<file path="src/hdl/kei_pkg.sv">
`timescale 1ns / 1ps

package kei_pkg;

   // Field widths
   localparam int TIME_BITS      = 32;
   localparam int LEVEL_BITS     = 16;
   localparam int COUNT_BITS     = 5;
   localparam int ENTRY_IDX_BITS = 4;
   localparam int DEF_MAX_KEYS   = 16;
   localparam int INDEX_ARG_BITS = 8;

   // Multiply/divide datapath widths
   localparam int PROD_BITS  = TIME_BITS + LEVEL_BITS;
   localparam int QLIM_BITS  = 35;             // quotients above 2**34 saturate
   localparam int SUM_BITS   = QLIM_BITS + 1;

   // Default keyframe table
   localparam logic [TIME_BITS-1:0]  KEY1_TIME_RESET  = TIME_BITS'(500);
   localparam logic [TIME_BITS-1:0]  KEY2_TIME_RESET  = TIME_BITS'(1000);
   localparam logic [LEVEL_BITS-1:0] KEY1_LEVEL_RESET = LEVEL_BITS'(255);
   localparam logic [COUNT_BITS-1:0] KEY_COUNT_RESET  = COUNT_BITS'(3);

   // Saturation limits
   localparam logic signed [LEVEL_BITS-1:0] LVL_MAX = {1'b0, {(LEVEL_BITS-1){1'b1}}};
   localparam logic signed [LEVEL_BITS-1:0] LVL_MIN = {1'b1, {(LEVEL_BITS-1){1'b0}}};

   // Configuration port
   localparam int CSR_INDEX_BITS = 1;
   localparam int CSR_DATA_BITS  = COUNT_BITS;

   typedef enum logic [CSR_INDEX_BITS-1:0] {
      CSR_LOOP_ENABLE = 1'b0,
      CSR_KEY_COUNT   = 1'b1
   } csr_index_type;

   typedef enum logic [1:0] {
      FUNC_TICK  = 2'd0,
      FUNC_START = 2'd1,
      FUNC_WRITE = 2'd2
   } func_type;

   typedef struct packed {
      logic [1:0]                    func;
      logic [TIME_BITS-1:0]          now;
      logic [ENTRY_IDX_BITS-1:0]     entry_index;
      logic [TIME_BITS-1:0]          entry_time;
      logic signed [LEVEL_BITS-1:0]  entry_value;
   } req_type;

   typedef struct packed {
      logic signed [LEVEL_BITS-1:0]  level;
      logic                          active;
   } rsp_type;

   typedef struct packed {
      logic                          en;
      logic [TIME_BITS-1:0]          key_time;
      logic signed [LEVEL_BITS-1:0]  key_level;
   } key_wr_type;

   typedef struct packed {
      logic                   start;
      logic [TIME_BITS-1:0]   a;
      logic [LEVEL_BITS-1:0]  b;
      logic [TIME_BITS-1:0]   c;
   } md_req_type;

   typedef struct packed {
      logic                   done;
      logic                   inexact;
      logic [PROD_BITS-1:0]   quo;
   } md_rsp_type;

   typedef enum logic [3:0] {
      ST_IDLE,
      ST_SPAN_LAST,
      ST_SPAN_FIRST,
      ST_SPAN_SET,
      ST_END_CMP,
      ST_END_READ,
      ST_END_SET,
      ST_SRCH_READ,
      ST_SRCH_CHK,
      ST_SEG_READ,
      ST_SEG_CALC,
      ST_MUL_START,
      ST_DIV_WAIT,
      ST_SUM,
      ST_SAT
   } kei_state_type;

   // Default time of a table slot that has not been written
   function automatic logic [TIME_BITS-1:0] key_time_reset(
      input logic [INDEX_ARG_BITS-1:0] idx);
      logic [TIME_BITS-1:0] t;
      t = '0;
      if (idx == INDEX_ARG_BITS'(1)) begin
         t = KEY1_TIME_RESET;
      end else if (idx == INDEX_ARG_BITS'(2)) begin
         t = KEY2_TIME_RESET;
      end
      return t;
   endfunction

   // Default level of a table slot that has not been written
   function automatic logic [LEVEL_BITS-1:0] key_level_reset(
      input logic [INDEX_ARG_BITS-1:0] idx);
      logic [LEVEL_BITS-1:0] v;
      v = '0;
      if (idx == INDEX_ARG_BITS'(1)) begin
         v = KEY1_LEVEL_RESET;
      end
      return v;
   endfunction

endpackage

</file>
<file path="src/hdl/kei_key_ram.sv">
`timescale 1ns / 1ps

module kei_key_ram #(
   parameter int MAX_KEYS = kei_pkg::DEF_MAX_KEYS
) (
   input  logic                                  clock,
   input  logic                                  reset,
   input  kei_pkg::key_wr_type                   wr,
   input  logic [$clog2(MAX_KEYS)-1:0]           wr_addr,
   input  logic [$clog2(MAX_KEYS)-1:0]           rd_addr,
   output logic [kei_pkg::TIME_BITS-1:0]         rd_time,
   output logic signed [kei_pkg::LEVEL_BITS-1:0] rd_level
);
   import kei_pkg::*;

   logic [TIME_BITS-1:0]          time_mem [MAX_KEYS];
   logic signed [LEVEL_BITS-1:0]  level_mem [MAX_KEYS];
   logic [MAX_KEYS-1:0]           valid_ff;
   logic [TIME_BITS-1:0]          rd_time_ff;
   logic signed [LEVEL_BITS-1:0]  rd_level_ff;

   // Track written slots; unwritten slots read as the default table
   always_ff @(posedge clock) begin
      if (reset) begin
         valid_ff <= '0;
      end else if (wr.en) begin
         valid_ff[wr_addr] <= 1'b1;
      end
   end

   // Write port
   always_ff @(posedge clock) begin
      if (wr.en) begin
         time_mem[wr_addr]  <= wr.key_time;
         level_mem[wr_addr] <= wr.key_level;
      end
   end

   // Registered read port
   always_ff @(posedge clock) begin
      if (valid_ff[rd_addr]) begin
         rd_time_ff  <= time_mem[rd_addr];
         rd_level_ff <= level_mem[rd_addr];
      end else begin
         rd_time_ff  <= key_time_reset(INDEX_ARG_BITS'(rd_addr));
         rd_level_ff <= key_level_reset(INDEX_ARG_BITS'(rd_addr));
      end
   end

   assign rd_time  = rd_time_ff;
   assign rd_level = rd_level_ff;

endmodule

</file>
<file path="src/hdl/kei_muldiv.sv">
`timescale 1ns / 1ps

module kei_muldiv (
   input  logic                clock,
   input  logic                reset,
   input  kei_pkg::md_req_type req,
   output kei_pkg::md_rsp_type rsp
);
   import kei_pkg::*;

   localparam int CNT_BITS = $clog2(PROD_BITS);

   logic                  busy_ff, busy_in;
   logic                  done_ff, done_in;
   logic [CNT_BITS-1:0]   cnt_ff, cnt_in;
   logic [PROD_BITS-1:0]  prod_ff, prod_in;
   logic [PROD_BITS-1:0]  quo_ff, quo_in;
   logic [TIME_BITS-1:0]  rem_ff, rem_in;
   logic [TIME_BITS-1:0]  div_ff, div_in;
   logic [TIME_BITS:0]    shifted;
   logic [TIME_BITS:0]    diff;
   logic                  fits;

   // One restoring divide step: bring in the next product bit, subtract if it fits
   assign shifted = {rem_ff, prod_ff[PROD_BITS-1]};
   assign diff    = shifted - {1'b0, div_ff};
   assign fits    = shifted >= {1'b0, div_ff};

   always_comb begin
      busy_in = busy_ff;
      done_in = 1'b0;
      cnt_in  = cnt_ff;
      prod_in = prod_ff;
      quo_in  = quo_ff;
      rem_in  = rem_ff;
      div_in  = div_ff;
      if (req.start) begin
         // Load the product and start the divide
         busy_in = 1'b1;
         cnt_in  = CNT_BITS'(PROD_BITS - 1);
         prod_in = PROD_BITS'(req.a) * PROD_BITS'(req.b);
         quo_in  = '0;
         rem_in  = '0;
         div_in  = req.c;
      end else if (busy_ff) begin
         // Advance one quotient bit
         prod_in = {prod_ff[PROD_BITS-2:0], 1'b0};
         quo_in  = {quo_ff[PROD_BITS-2:0], fits};
         rem_in  = fits ? diff[TIME_BITS-1:0] : shifted[TIME_BITS-1:0];
         cnt_in  = cnt_ff - CNT_BITS'(1);
         if (cnt_ff == '0) begin
            busy_in = 1'b0;
            done_in = 1'b1;
         end
      end
   end

   always_ff @(posedge clock) begin
      if (reset) begin
         busy_ff <= 1'b0;
         done_ff <= 1'b0;
      end else begin
         busy_ff <= busy_in;
         done_ff <= done_in;
      end
   end

   always_ff @(posedge clock) begin
      cnt_ff  <= cnt_in;
      prod_ff <= prod_in;
      quo_ff  <= quo_in;
      rem_ff  <= rem_in;
      div_ff  <= div_in;
   end

   assign rsp.done    = done_ff;
   assign rsp.inexact = (rem_ff != '0);
   assign rsp.quo     = quo_ff;

endmodule

</file>
<file path="src/hdl/keyframe_envelope_interpolator.sv">
`timescale 1ns / 1ps

// Sequencing: write, unused and idle-tick transactions answer in the cycle after acceptance;
// start runs SPAN_LAST, SPAN_FIRST, SPAN_SET and an end-of-span tick END_CMP, END_READ,
// END_SET; an interpolating tick probes k segments (k = 1 to the clamped keyframe count
// minus 1), then divides the 48-bit product one bit per cycle; a zero-length segment skips
// the divide. One transaction at a time: busy high until the result issues; no result stall.
// Reset (synchronous): run stopped, loop_enable 0 / keyframe_count 3, default table readable.
module keyframe_envelope_interpolator #(
   parameter int MAX_KEYS = kei_pkg::DEF_MAX_KEYS
) (
   input  logic                                  clock,
   input  logic                                  reset,
   input  logic                                  start,
   output logic                                  busy,
   input  kei_pkg::req_type                      req_data,
   output logic                                  rsp_strobe,
   output kei_pkg::rsp_type                      rsp_data,
   input  logic                                  csr_we,
   input  logic [kei_pkg::CSR_INDEX_BITS-1:0]    csr_index,
   input  logic [kei_pkg::CSR_DATA_BITS-1:0]     csr_wdata
);
   import kei_pkg::*;

   localparam int IDX_BITS = $clog2(MAX_KEYS);
   localparam int NW = (IDX_BITS + 1 > COUNT_BITS) ? IDX_BITS + 1 : COUNT_BITS;
   localparam logic signed [SUM_BITS-1:0] SUM_LMAX = SUM_BITS'((2 ** (LEVEL_BITS - 1)) - 1);
   localparam logic signed [SUM_BITS-1:0] SUM_LMIN = SUM_BITS'(-(2 ** (LEVEL_BITS - 1)));

   kei_state_type                 state_ff, state_in;
   logic                          run_ff, run_in;
   logic [TIME_BITS-1:0]          loop_start_ff, loop_start_in;
   logic [TIME_BITS-1:0]          span_ff, span_in;
   logic                          loop_en_ff, loop_en_in;
   logic [COUNT_BITS-1:0]         count_ff, count_in;
   logic [TIME_BITS-1:0]          now_ff, now_in;
   logic [TIME_BITS-1:0]          elapsed_ff, elapsed_in;
   logic [IDX_BITS-1:0]           i_ff, i_in;
   logic [TIME_BITS-1:0]          t1_ff, t1_in;
   logic signed [LEVEL_BITS-1:0]  v1_ff, v1_in;
   logic signed [LEVEL_BITS-1:0]  v0_ff, v0_in;
   logic [TIME_BITS-1:0]          d_ff, d_in;
   logic [TIME_BITS-1:0]          len_ff, len_in;
   logic [LEVEL_BITS-1:0]         mag_ff, mag_in;
   logic                          neg_ff, neg_in;
   logic signed [SUM_BITS-1:0]    total_ff, total_in;
   logic                          big_ff, big_in;
   logic                          rsp_valid_ff, rsp_valid_in;
   rsp_type                       rsp_data_ff, rsp_data_in;

   logic                          accept;
   logic                          wr_ok;
   logic                          fin;
   logic signed [LEVEL_BITS-1:0]  fin_level;
   logic [NW-1:0]                 count_ext;
   logic [NW-1:0]                 n_clamp;
   logic [IDX_BITS-1:0]           last_idx;
   logic [IDX_BITS-1:0]           i_next;
   logic                          seg_found;
   logic signed [LEVEL_BITS:0]    delta;
   logic [QLIM_BITS-1:0]          q_low;
   logic signed [SUM_BITS-1:0]    q_ext;
   logic signed [SUM_BITS-1:0]    v0_ext;
   logic signed [SUM_BITS-1:0]    adj;

   key_wr_type                    key_wr;
   logic [IDX_BITS-1:0]           rd_addr;
   logic [TIME_BITS-1:0]          rd_time;
   logic signed [LEVEL_BITS-1:0]  rd_level;
   md_req_type                    md_req;
   md_rsp_type                    md_rsp;

   kei_key_ram #(
      .MAX_KEYS (MAX_KEYS)
   ) u_key_ram (
      .clock    (clock),
      .reset    (reset),
      .wr       (key_wr),
      .wr_addr  (IDX_BITS'(req_data.entry_index)),
      .rd_addr  (rd_addr),
      .rd_time  (rd_time),
      .rd_level (rd_level)
   );

   kei_muldiv u_muldiv (
      .clock (clock),
      .reset (reset),
      .req   (md_req),
      .rsp   (md_rsp)
   );

   assign busy   = (state_ff != ST_IDLE);
   assign accept = start && !busy;
   assign wr_ok  = (int'(req_data.entry_index) < MAX_KEYS);

   // Clamp the keyframe count to the table and find the last slot
   assign count_ext = NW'(count_ff);
   assign n_clamp   = (count_ext < NW'(2)) ? NW'(2) :
                      ((count_ext > NW'(MAX_KEYS)) ? NW'(MAX_KEYS) : count_ext);
   assign last_idx  = IDX_BITS'(n_clamp - NW'(1));

   // Segment search: stop at the first end time at or after elapsed, or at the last segment
   assign i_next    = i_ff + IDX_BITS'(1);
   assign seg_found = (i_next == last_idx) || (rd_time >= elapsed_ff);

   // Segment level step, with start level from the read port
   assign delta = (LEVEL_BITS + 1)'(v1_ff) - (LEVEL_BITS + 1)'(rd_level);

   // Quotient and start level in the sum width
   assign q_low  = md_rsp.quo[QLIM_BITS-1:0];
   assign q_ext  = {1'b0, q_low};
   assign v0_ext = SUM_BITS'(v0_ff);

   // Round the sum toward zero
   always_comb begin
      adj = total_ff;
      if (!neg_ff && (total_ff < 0) && md_rsp.inexact) begin
         adj = total_ff + SUM_BITS'(1);
      end else if (neg_ff && (total_ff > 0) && md_rsp.inexact) begin
         adj = total_ff - SUM_BITS'(1);
      end
   end

   // Configuration writes
   always_comb begin
      loop_en_in = loop_en_ff;
      count_in   = count_ff;
      if (csr_we) begin
         unique case (csr_index)
            CSR_LOOP_ENABLE: loop_en_in = csr_wdata[0];
            CSR_KEY_COUNT:   count_in   = csr_wdata[COUNT_BITS-1:0];
         endcase
      end
   end

   // Next state
   always_comb begin
      state_in = state_ff;
      unique case (state_ff)
         ST_IDLE: begin
            if (accept) begin
               if (req_data.func == FUNC_START) begin
                  state_in = ST_SPAN_LAST;
               end else if ((req_data.func == FUNC_TICK) && run_ff) begin
                  state_in = ST_END_CMP;
               end
            end
         end
         ST_SPAN_LAST:  state_in = ST_SPAN_FIRST;
         ST_SPAN_FIRST: state_in = ST_SPAN_SET;
         ST_SPAN_SET:   state_in = ST_IDLE;
         ST_END_CMP:    state_in = (elapsed_ff >= span_ff) ? ST_END_READ : ST_SRCH_READ;
         ST_END_READ:   state_in = ST_END_SET;
         ST_END_SET:    state_in = ST_IDLE;
         ST_SRCH_READ:  state_in = ST_SRCH_CHK;
         ST_SRCH_CHK:   state_in = seg_found ? ST_SEG_READ : ST_SRCH_READ;
         ST_SEG_READ:   state_in = ST_SEG_CALC;
         ST_SEG_CALC:   state_in = ST_MUL_START;
         ST_MUL_START:  state_in = (len_ff == '0) ? ST_IDLE : ST_DIV_WAIT;
         ST_DIV_WAIT:   state_in = md_rsp.done ? ST_SUM : ST_DIV_WAIT;
         ST_SUM:        state_in = ST_SAT;
         ST_SAT:        state_in = ST_IDLE;
         default:       state_in = ST_IDLE;
      endcase
   end

   // Sequencer outputs and datapath updates
   always_comb begin
      run_in        = run_ff;
      loop_start_in = loop_start_ff;
      span_in       = span_ff;
      now_in        = now_ff;
      elapsed_in    = elapsed_ff;
      i_in          = i_ff;
      t1_in         = t1_ff;
      v1_in         = v1_ff;
      v0_in         = v0_ff;
      d_in          = d_ff;
      len_in        = len_ff;
      mag_in        = mag_ff;
      neg_in        = neg_ff;
      total_in      = total_ff;
      big_in        = big_ff;
      rd_addr       = i_ff;
      md_req.start  = 1'b0;
      // Operands of the multiply/divide unit
      md_req.a      = d_ff;
      md_req.b      = mag_ff;
      md_req.c      = len_ff;
      fin           = 1'b0;
      fin_level     = '0;
      key_wr.en        = 1'b0;
      key_wr.key_time  = req_data.entry_time;
      key_wr.key_level = req_data.entry_value;
      unique case (state_ff)
         ST_IDLE: begin
            if (accept) begin
               now_in     = req_data.now;
               elapsed_in = req_data.now - loop_start_ff;
               i_in       = '0;
               unique case (req_data.func)
                  FUNC_TICK: fin = !run_ff;
                  FUNC_START: ;
                  FUNC_WRITE: begin
                     key_wr.en = wr_ok;
                     run_in    = 1'b0;
                     fin       = 1'b1;
                  end
                  default: fin = 1'b1;
               endcase
            end
         end
         ST_SPAN_LAST: rd_addr = last_idx;
         ST_SPAN_FIRST: begin
            rd_addr = '0;
            t1_in   = rd_time;
         end
         ST_SPAN_SET: begin
            // Arm the run
            span_in       = t1_ff - rd_time;
            run_in        = 1'b1;
            loop_start_in = now_ff;
            fin           = 1'b1;
         end
         ST_END_CMP: ;
         ST_END_READ: rd_addr = last_idx;
         ST_END_SET: begin
            // Hold the last level, then restart or stop
            fin       = 1'b1;
            fin_level = rd_level;
            if (loop_en_ff) begin
               loop_start_in = now_ff;
            end else begin
               run_in = 1'b0;
            end
         end
         ST_SRCH_READ: rd_addr = i_next;
         ST_SRCH_CHK: begin
            if (seg_found) begin
               t1_in = rd_time;
               v1_in = rd_level;
            end else begin
               i_in = i_next;
            end
         end
         ST_SEG_READ: rd_addr = i_ff;
         ST_SEG_CALC: begin
            d_in   = elapsed_ff - rd_time;
            len_in = t1_ff - rd_time;
            v0_in  = rd_level;
            neg_in = delta[LEVEL_BITS];
            mag_in = delta[LEVEL_BITS] ? LEVEL_BITS'(-delta) : LEVEL_BITS'(delta);
         end
         ST_MUL_START: begin
            if (len_ff == '0) begin
               fin       = 1'b1;
               fin_level = v0_ff;
            end else begin
               md_req.start = 1'b1;
            end
         end
         ST_DIV_WAIT: ;
         ST_SUM: begin
            big_in   = (|md_rsp.quo[PROD_BITS-1:QLIM_BITS]) ||
                       (q_low[QLIM_BITS-1] && (|q_low[QLIM_BITS-2:0]));
            total_in = neg_ff ? (v0_ext - q_ext) : (v0_ext + q_ext);
         end
         ST_SAT: begin
            // Saturate to the level range
            fin = 1'b1;
            if (big_ff) begin
               fin_level = neg_ff ? LVL_MIN : LVL_MAX;
            end else if (adj > SUM_LMAX) begin
               fin_level = LVL_MAX;
            end else if (adj < SUM_LMIN) begin
               fin_level = LVL_MIN;
            end else begin
               fin_level = adj[LEVEL_BITS-1:0];
            end
         end
         default: ;
      endcase
   end

   // Result register
   assign rsp_valid_in       = fin;
   assign rsp_data_in.level  = fin_level;
   assign rsp_data_in.active = run_in;

   always_ff @(posedge clock) begin
      if (reset) begin
         state_ff      <= ST_IDLE;
         run_ff        <= 1'b0;
         loop_start_ff <= '0;
         span_ff       <= '0;
         loop_en_ff    <= 1'b0;
         count_ff      <= KEY_COUNT_RESET;
         rsp_valid_ff  <= 1'b0;
      end else begin
         state_ff      <= state_in;
         run_ff        <= run_in;
         loop_start_ff <= loop_start_in;
         span_ff       <= span_in;
         loop_en_ff    <= loop_en_in;
         count_ff      <= count_in;
         rsp_valid_ff  <= rsp_valid_in;
      end
   end

   always_ff @(posedge clock) begin
      now_ff     <= now_in;
      elapsed_ff <= elapsed_in;
      i_ff       <= i_in;
      t1_ff      <= t1_in;
      v1_ff      <= v1_in;
      v0_ff      <= v0_in;
      d_ff       <= d_in;
      len_ff     <= len_in;
      mag_ff     <= mag_in;
      neg_ff     <= neg_in;
      total_ff   <= total_in;
      big_ff     <= big_in;
      if (fin) begin
         rsp_data_ff <= rsp_data_in;
      end
   end

   assign rsp_strobe = rsp_valid_ff;
   assign rsp_data   = rsp_data_ff;

   // A write transaction stops the run and answers in the next cycle
   a_write_stops: assert property (@(posedge clock) disable iff (reset)
      (accept && (req_data.func == FUNC_WRITE)) |=> (rsp_strobe && !rsp_data.active))
      else $error("write transaction did not stop the run");

   // A tick while stopped answers level zero in the next cycle
   a_idle_tick: assert property (@(posedge clock) disable iff (reset)
      (accept && (req_data.func == FUNC_TICK) && !run_ff) |=>
      (rsp_strobe && (rsp_data.level == '0) && !rsp_data.active))
      else $error("idle tick result wrong");

   // A start transaction arms the run and answers after the SPAN_LAST, SPAN_FIRST and SPAN_SET states
   a_start_arms: assert property (@(posedge clock) disable iff (reset)
      (accept && (req_data.func == FUNC_START)) |-> ##4 (rsp_strobe && rsp_data.active))
      else $error("start transaction did not arm the run");

   // No result is issued while the divider works
   a_no_strobe_in_div: assert property (@(posedge clock) disable iff (reset)
      (state_ff == ST_DIV_WAIT) |-> !rsp_strobe)
      else $error("result issued during divide");

endmodule

</file>
<file path="config.mk">
export PLATFORM = sky130hd
export DESIGN_NAME = keyframe_envelope_interpolator
export DESIGN_NICKNAME = d
export VERILOG_FILES = /design/src/hdl/kei_pkg.sv /design/src/hdl/kei_key_ram.sv /design/src/hdl/kei_muldiv.sv /design/src/hdl/keyframe_envelope_interpolator.sv
export SDC_FILE = /design/constraint.sdc
export NUM_CORES = 2
export LEC_CHECK = 0
export BUFFER_PORTS_ARGS = -buffer_cell sky130_fd_sc_hd__buf_2
export CAP_MARGIN = 15
export CORE_AREA = 8 8 461 463
export CTS_CLUSTER_DIAMETER = 80
export CTS_CLUSTER_SIZE = 40
export DETAILED_ROUTE_END_ITERATION = 10
export DIE_AREA = 0 0 469 471
export GPL_ROUTABILITY_DRIVEN = 0
export PLACE_DENSITY = 0.61
export SLEW_MARGIN = 10
export SYNTH_ARGS = -nofsm -noshare
export SYNTH_HDL_FRONTEND = slang
export SYNTH_HIERARCHICAL = 1
export SYNTH_SLANG_ARGS = --single-unit
</file>
<file path="constraint.sdc">
create_clock -name clock -period 17.7 [get_ports clock]
set_input_delay 2.655 -clock clock [delete_from_list [all_inputs] [get_ports clock]]
set_output_delay 2.655 -clock clock [all_outputs]
set_load 0.01 [all_outputs]
</file>
==> run summary <==
The total power draw was 6.22 mW. The worst register-to-register path ends at u_muldiv/prod_ff[42]. The wire-length estimate of the detail-placed layout is 133 mm.

The initial utilization of the core area, before any placement, comes to 37.7%. Synthesis produced a netlist with a net count of 7,170. The tightest hold path in the finished design has a slack of 0.437 ns.

The tools report the worst-case clock skew as 0.0944 ns. The worst slack at placement was 10.32 ns; the number of max-slew violations in the final report was 0. In the global route stage, overall resource usage came out at 17.3%. Of all nets on the critical path, the largest fanout is 32. The combinational family with the most area after synthesis was adder cells.

For this run, the leading register cell type out of synthesis is edfxtp_1. Setup repair after global routing left no endpoint under its margin. By startpoint and endpoint, the worst setup path is classified as reg -> reg.

Distinct cell type count of the synthesized netlist: 107. Global routing consumed, on the met1 layer, 22.7% of the routing resources. The library cell used most frequently in the layout, excluding fill and tap cells, is edfxtp_1. The time the final worst path needs with I/O delays and setup was 7.36 ns; the average cell area after synthesis was 12.3 sq um. The pre-antenna-repair detailed-routing pass consisted of 5 iterations. Data on the critical path is required at its endpoint by 18.18 ns. The number of hold buffers added after CTS was 0. The worst hold path was traced through 0 stages. The initial antenna violation count was 30; the average wire per standard cell was 21.3 microns. The signal on the critical path passes through nand2_1 > fa_1 > fa_1 > inv_1 > fa_1 > fa_1 > fa_1 > inv_1 > fa_1 > inv_1 > ha_1 > a21oi_1 > o221ai_1 > a221oi_2 > o21ai_2 > o21ai_1 > a21oi_1 > a41oi_1 > xnor2_1 > mux2_2. Summing the areas of all compound-gate instances in the mapped netlist gives 8.39% of the synthesized area. At the later pin of the worst-skew pair, clock insertion delay measures 0.77 ns. The share of the Yosys chip area taken by registers is 49.1%. After detailed routing, the number of remaining DRC violations is 0. The count of pins on the block boundary came out at 115. The cell area that synthesis handed to floorplanning was 77,400 sq um. In this run, synthesis produced a sequential element count of 1,343. Startpoint of the worst register-to-register path: mag_ff[14]. After clock tree synthesis, the clock-pin slew on the worst setup and hold paths is 0.09 ns.

For the area of the core region, the log shows 206,000 sq um. The global routing's busiest layer was met2. Setup total negative slack on the finished layout was measured at 0 ns.

Among all stages on the critical path, the largest delay is contributed by edfxtp_1. Counting flops with an async set or reset pin after synthesis yields a share of 0%. The first routing iteration left 3,614 violations.

STA classifies the critical path endpoint as a register. Measured on the finished design, the core utilization comes to 40.9%. Number of synthesized flops with an enable pin: 1,115.

The count of nets left with antenna violations once routing finished came out at 0. For the via count of the first global-routing pass, the log shows 50,334. Once the clock tree was built, the resizer swapped 0 gates to a different size. The H-tree was split into 3 levels. The number of vias per cell is 5.37, and the final clock period utilization by the worst path is 41.6%. Cell at the root of the clock tree: clkbuf_16.

The slack of the critical path was 10.34 ns; the clock share of power was 35.1%. For this run, the top clock speed supported by timing is 136 MHz. The run gives 10.34 ns as the flop-to-flop setup slack. Routing usage on met3: 2.88%. The final number of hold-violating endpoints was 0.

The synthesized netlist cell count is 6,313, and the relative max-transition margin is 17.9%. The first global-routing pass estimated 299 mm of wire. Multiplexer cells account for 7.61% of the synthesized area. The area growth from synthesis to layout came out at 8.59%. In this design, the critical path's most frequently occurring cell is fa_1. For hold timing, the worst endpoint is t1_ff[9]. After detailed routing, the total wire length is 194 mm. The total die area is 221,000 sq um, and the count of input and output buffers is 114. The tools report the final count of negative-setup-slack endpoints as 0. The class of the most critical hold timing path was reg -> reg.

The logs give 74 for the total clock buffers created by CTS and 0 for the number of max-cap violations. For the pin with the worst max-slew slack, the measured transition is 1.23 ns. The design internal power is 4.61 mW, and the power share of the sequential group is 56.1%. The number of rows in the core area came out at 167.

The worst-case IR drop observed on VDD is 0.0781 mV. The run finished with clean final reports. The routed layout has 48,877 vias.

The die height is 471 microns, and the number of setup buffers added after CTS is 0. The total global routing overflow was 0; the post-layout net count was 7,177. The die span in x is 469 microns. Summed over all cells, the static leakage comes to 30.5 nW.

The tools report the met2 capacity usage during global routing as 29.3%. The power density normalized to cell area was 73.9 nW/um^2; the largest net degree at the start of global routing was 72. Net switching is 25.8% of the power. The adder-cell share of the synthesized area was 16.4%; the switching power summed over all nets was 1.61 mW. The number of sinks handled by clock tree synthesis was 1,343.

Of the cells placed in the final design, the portion with a size suffix greater than 1 is 10.4%. Combinational cells account for 8.8% of the total power. Number of warnings issued by yosys: 6. Peak per-stage delay on the critical path: 1.17 ns. The tools report the start point of the worst hold path as u_key_ram/rd_time[9]. After Yosys synthesis, and, or, nand and nor cells account for 10.4% of the synthesized area.

In this run the deepest clock path goes through 3 buffers. The synthesized netlist devotes 3.20% of its cell area to XOR and XNOR gates. STA puts the critical path data arrival time at 7.84 ns. The worst setup path is launched from a register. TritonCTS built the clock tree. Counting cells, the worst reg-to-reg path comes to 20.

In the layout the commonest cells are 1,115 x edfxtp_1, 693 x inv_1, 611 x nand2_1.
## cell type report
type | instances | area [sq um]
fill | 19316 | 122000
timing repair buffer | 188 | 1170
sequential | 1343 | 38100
inverter | 695 | 2610
multi-input combinational | 4018 | 35900
clock buffer | 76 | 1880
clock inverter | 62 | 1080
tap | 2704 | 3380
antenna | 14 | 35.0
## cell families (layout without fill, tap and decap cells)
family / count (synthesis) / count (layout)
AO/OA/AOI/OAI: 968 / 968
XOR/XNOR: 282 / 282
AND/OR/NAND/NOR: 1668 / 1668
flip-flops: 1343 / 1343
other: 0 / 14
adder cells (fa/ha/maj): 761 / 761
buffers and inverters: 952 / 1021
multiplexers: 339 / 339
## how the worst max path moves through the flow
stage | from | to | slack [ns] | cells past startpoint
floorplan | start | u_key_ram/level_mem[0][0] | 10.21 | 4
global placement | mag_ff[12] | u_muldiv/prod_ff[42] | 10.20 | 20
detailed placement | mag_ff[15] | u_muldiv/prod_ff[42] | 10.32 | 20
CTS | mag_ff[14] | u_muldiv/prod_ff[42] | 10.34 | 20
global route | mag_ff[14] | u_muldiv/prod_ff[42] | 10.07 | 19
finish | mag_ff[14] | u_muldiv/prod_ff[42] | 10.34 | 20
## registers in the layout, summed over array words and instances (netlist names), 36 cells and up
register             cells
u_key_ram/time_mem     512
total_ff                36
u_muldiv/quo_ff         48
u_muldiv/prod_ff        48
u_key_ram/level_mem    256
## power groups by stage
stage / combinational [mW] / clock, mW / sequential (mW)
floorplan: 0.383 / 0 / 3.55
global placement: 0.541 / 0 / 3.56
detailed placement: 0.549 / 0 / 3.56
CTS: 0.551 / 2.25 / 3.49
global route: 0.600 / 2.34 / 3.49
finish: 0.546 / 2.18 / 3.49
## metrics by stage
| step | instances | cell area, sq um |
|---|---|---|
| floorplan | 6313 | 77400 |
| global placement | 8943 | 81000 |
| detailed placement | 8945 | 81000 |
| CTS | 9083 | 84000 |
| global route | 9089 | 84000 |
| finish | 9100 | 84100 |
## metal layers
metal	wire [microns]	vias to the layer above
li1	-	22317
met1	82900	24878
met2	94400	1351
met3	10700	311
met4	5850	20
met5	154	-
## synth_stat cells, types with 13 or more instances
library cell,count,area share (%)
nor2b_1,76,0.61
nand2_1,612,3.0
a31oi_1,30,0.24
xor2_1,69,0.78
and2_1,230,1.9
a22oi_1,14,0.14
buf_2,27,0.17
o211ai_1,18,0.17
and3_1,29,0.23
mux4_2,196,5.7
buf_1,13,0.063
o31ai_1,24,0.23
or2_2,16,0.13
mux2i_1,107,1.4
nor2_1,349,1.7
a21o_1,79,0.77
clkbuf_1,194,0.94
o21a_1,47,0.46
o21bai_1,36,0.35
edfxtp_1,1115,43
a22o_1,46,0.52
nor3_1,77,0.50
nand3_1,71,0.46
a311o_1,15,0.19
a21oi_1,285,1.8
dfxtp_1,228,5.9
mux2_2,36,0.52
xnor2_1,212,2.4
a211oi_1,100,0.97
fa_1,424,11
ha_1,337,5.4
nand2b_1,36,0.29
or3_1,21,0.17
nand4_1,43,0.35
nor4_1,38,0.31
inv_1,695,3.4
o21ai_0,134,0.87
## critical path, delay by kind of cell, from the launching register on
family                     cells  cell delay (ns)
AOI/OAI and AO/OA              7             1.73
xor gates and xnor gates       1             0.11
adders and majority gates      7             3.54
buffers and inverters          3             0.17
DFF                            1             1.17
muxes                          1             0.27
and+or+nand+nor                1             0.17
No activity file was read; power rests on OpenSTA's default activity.
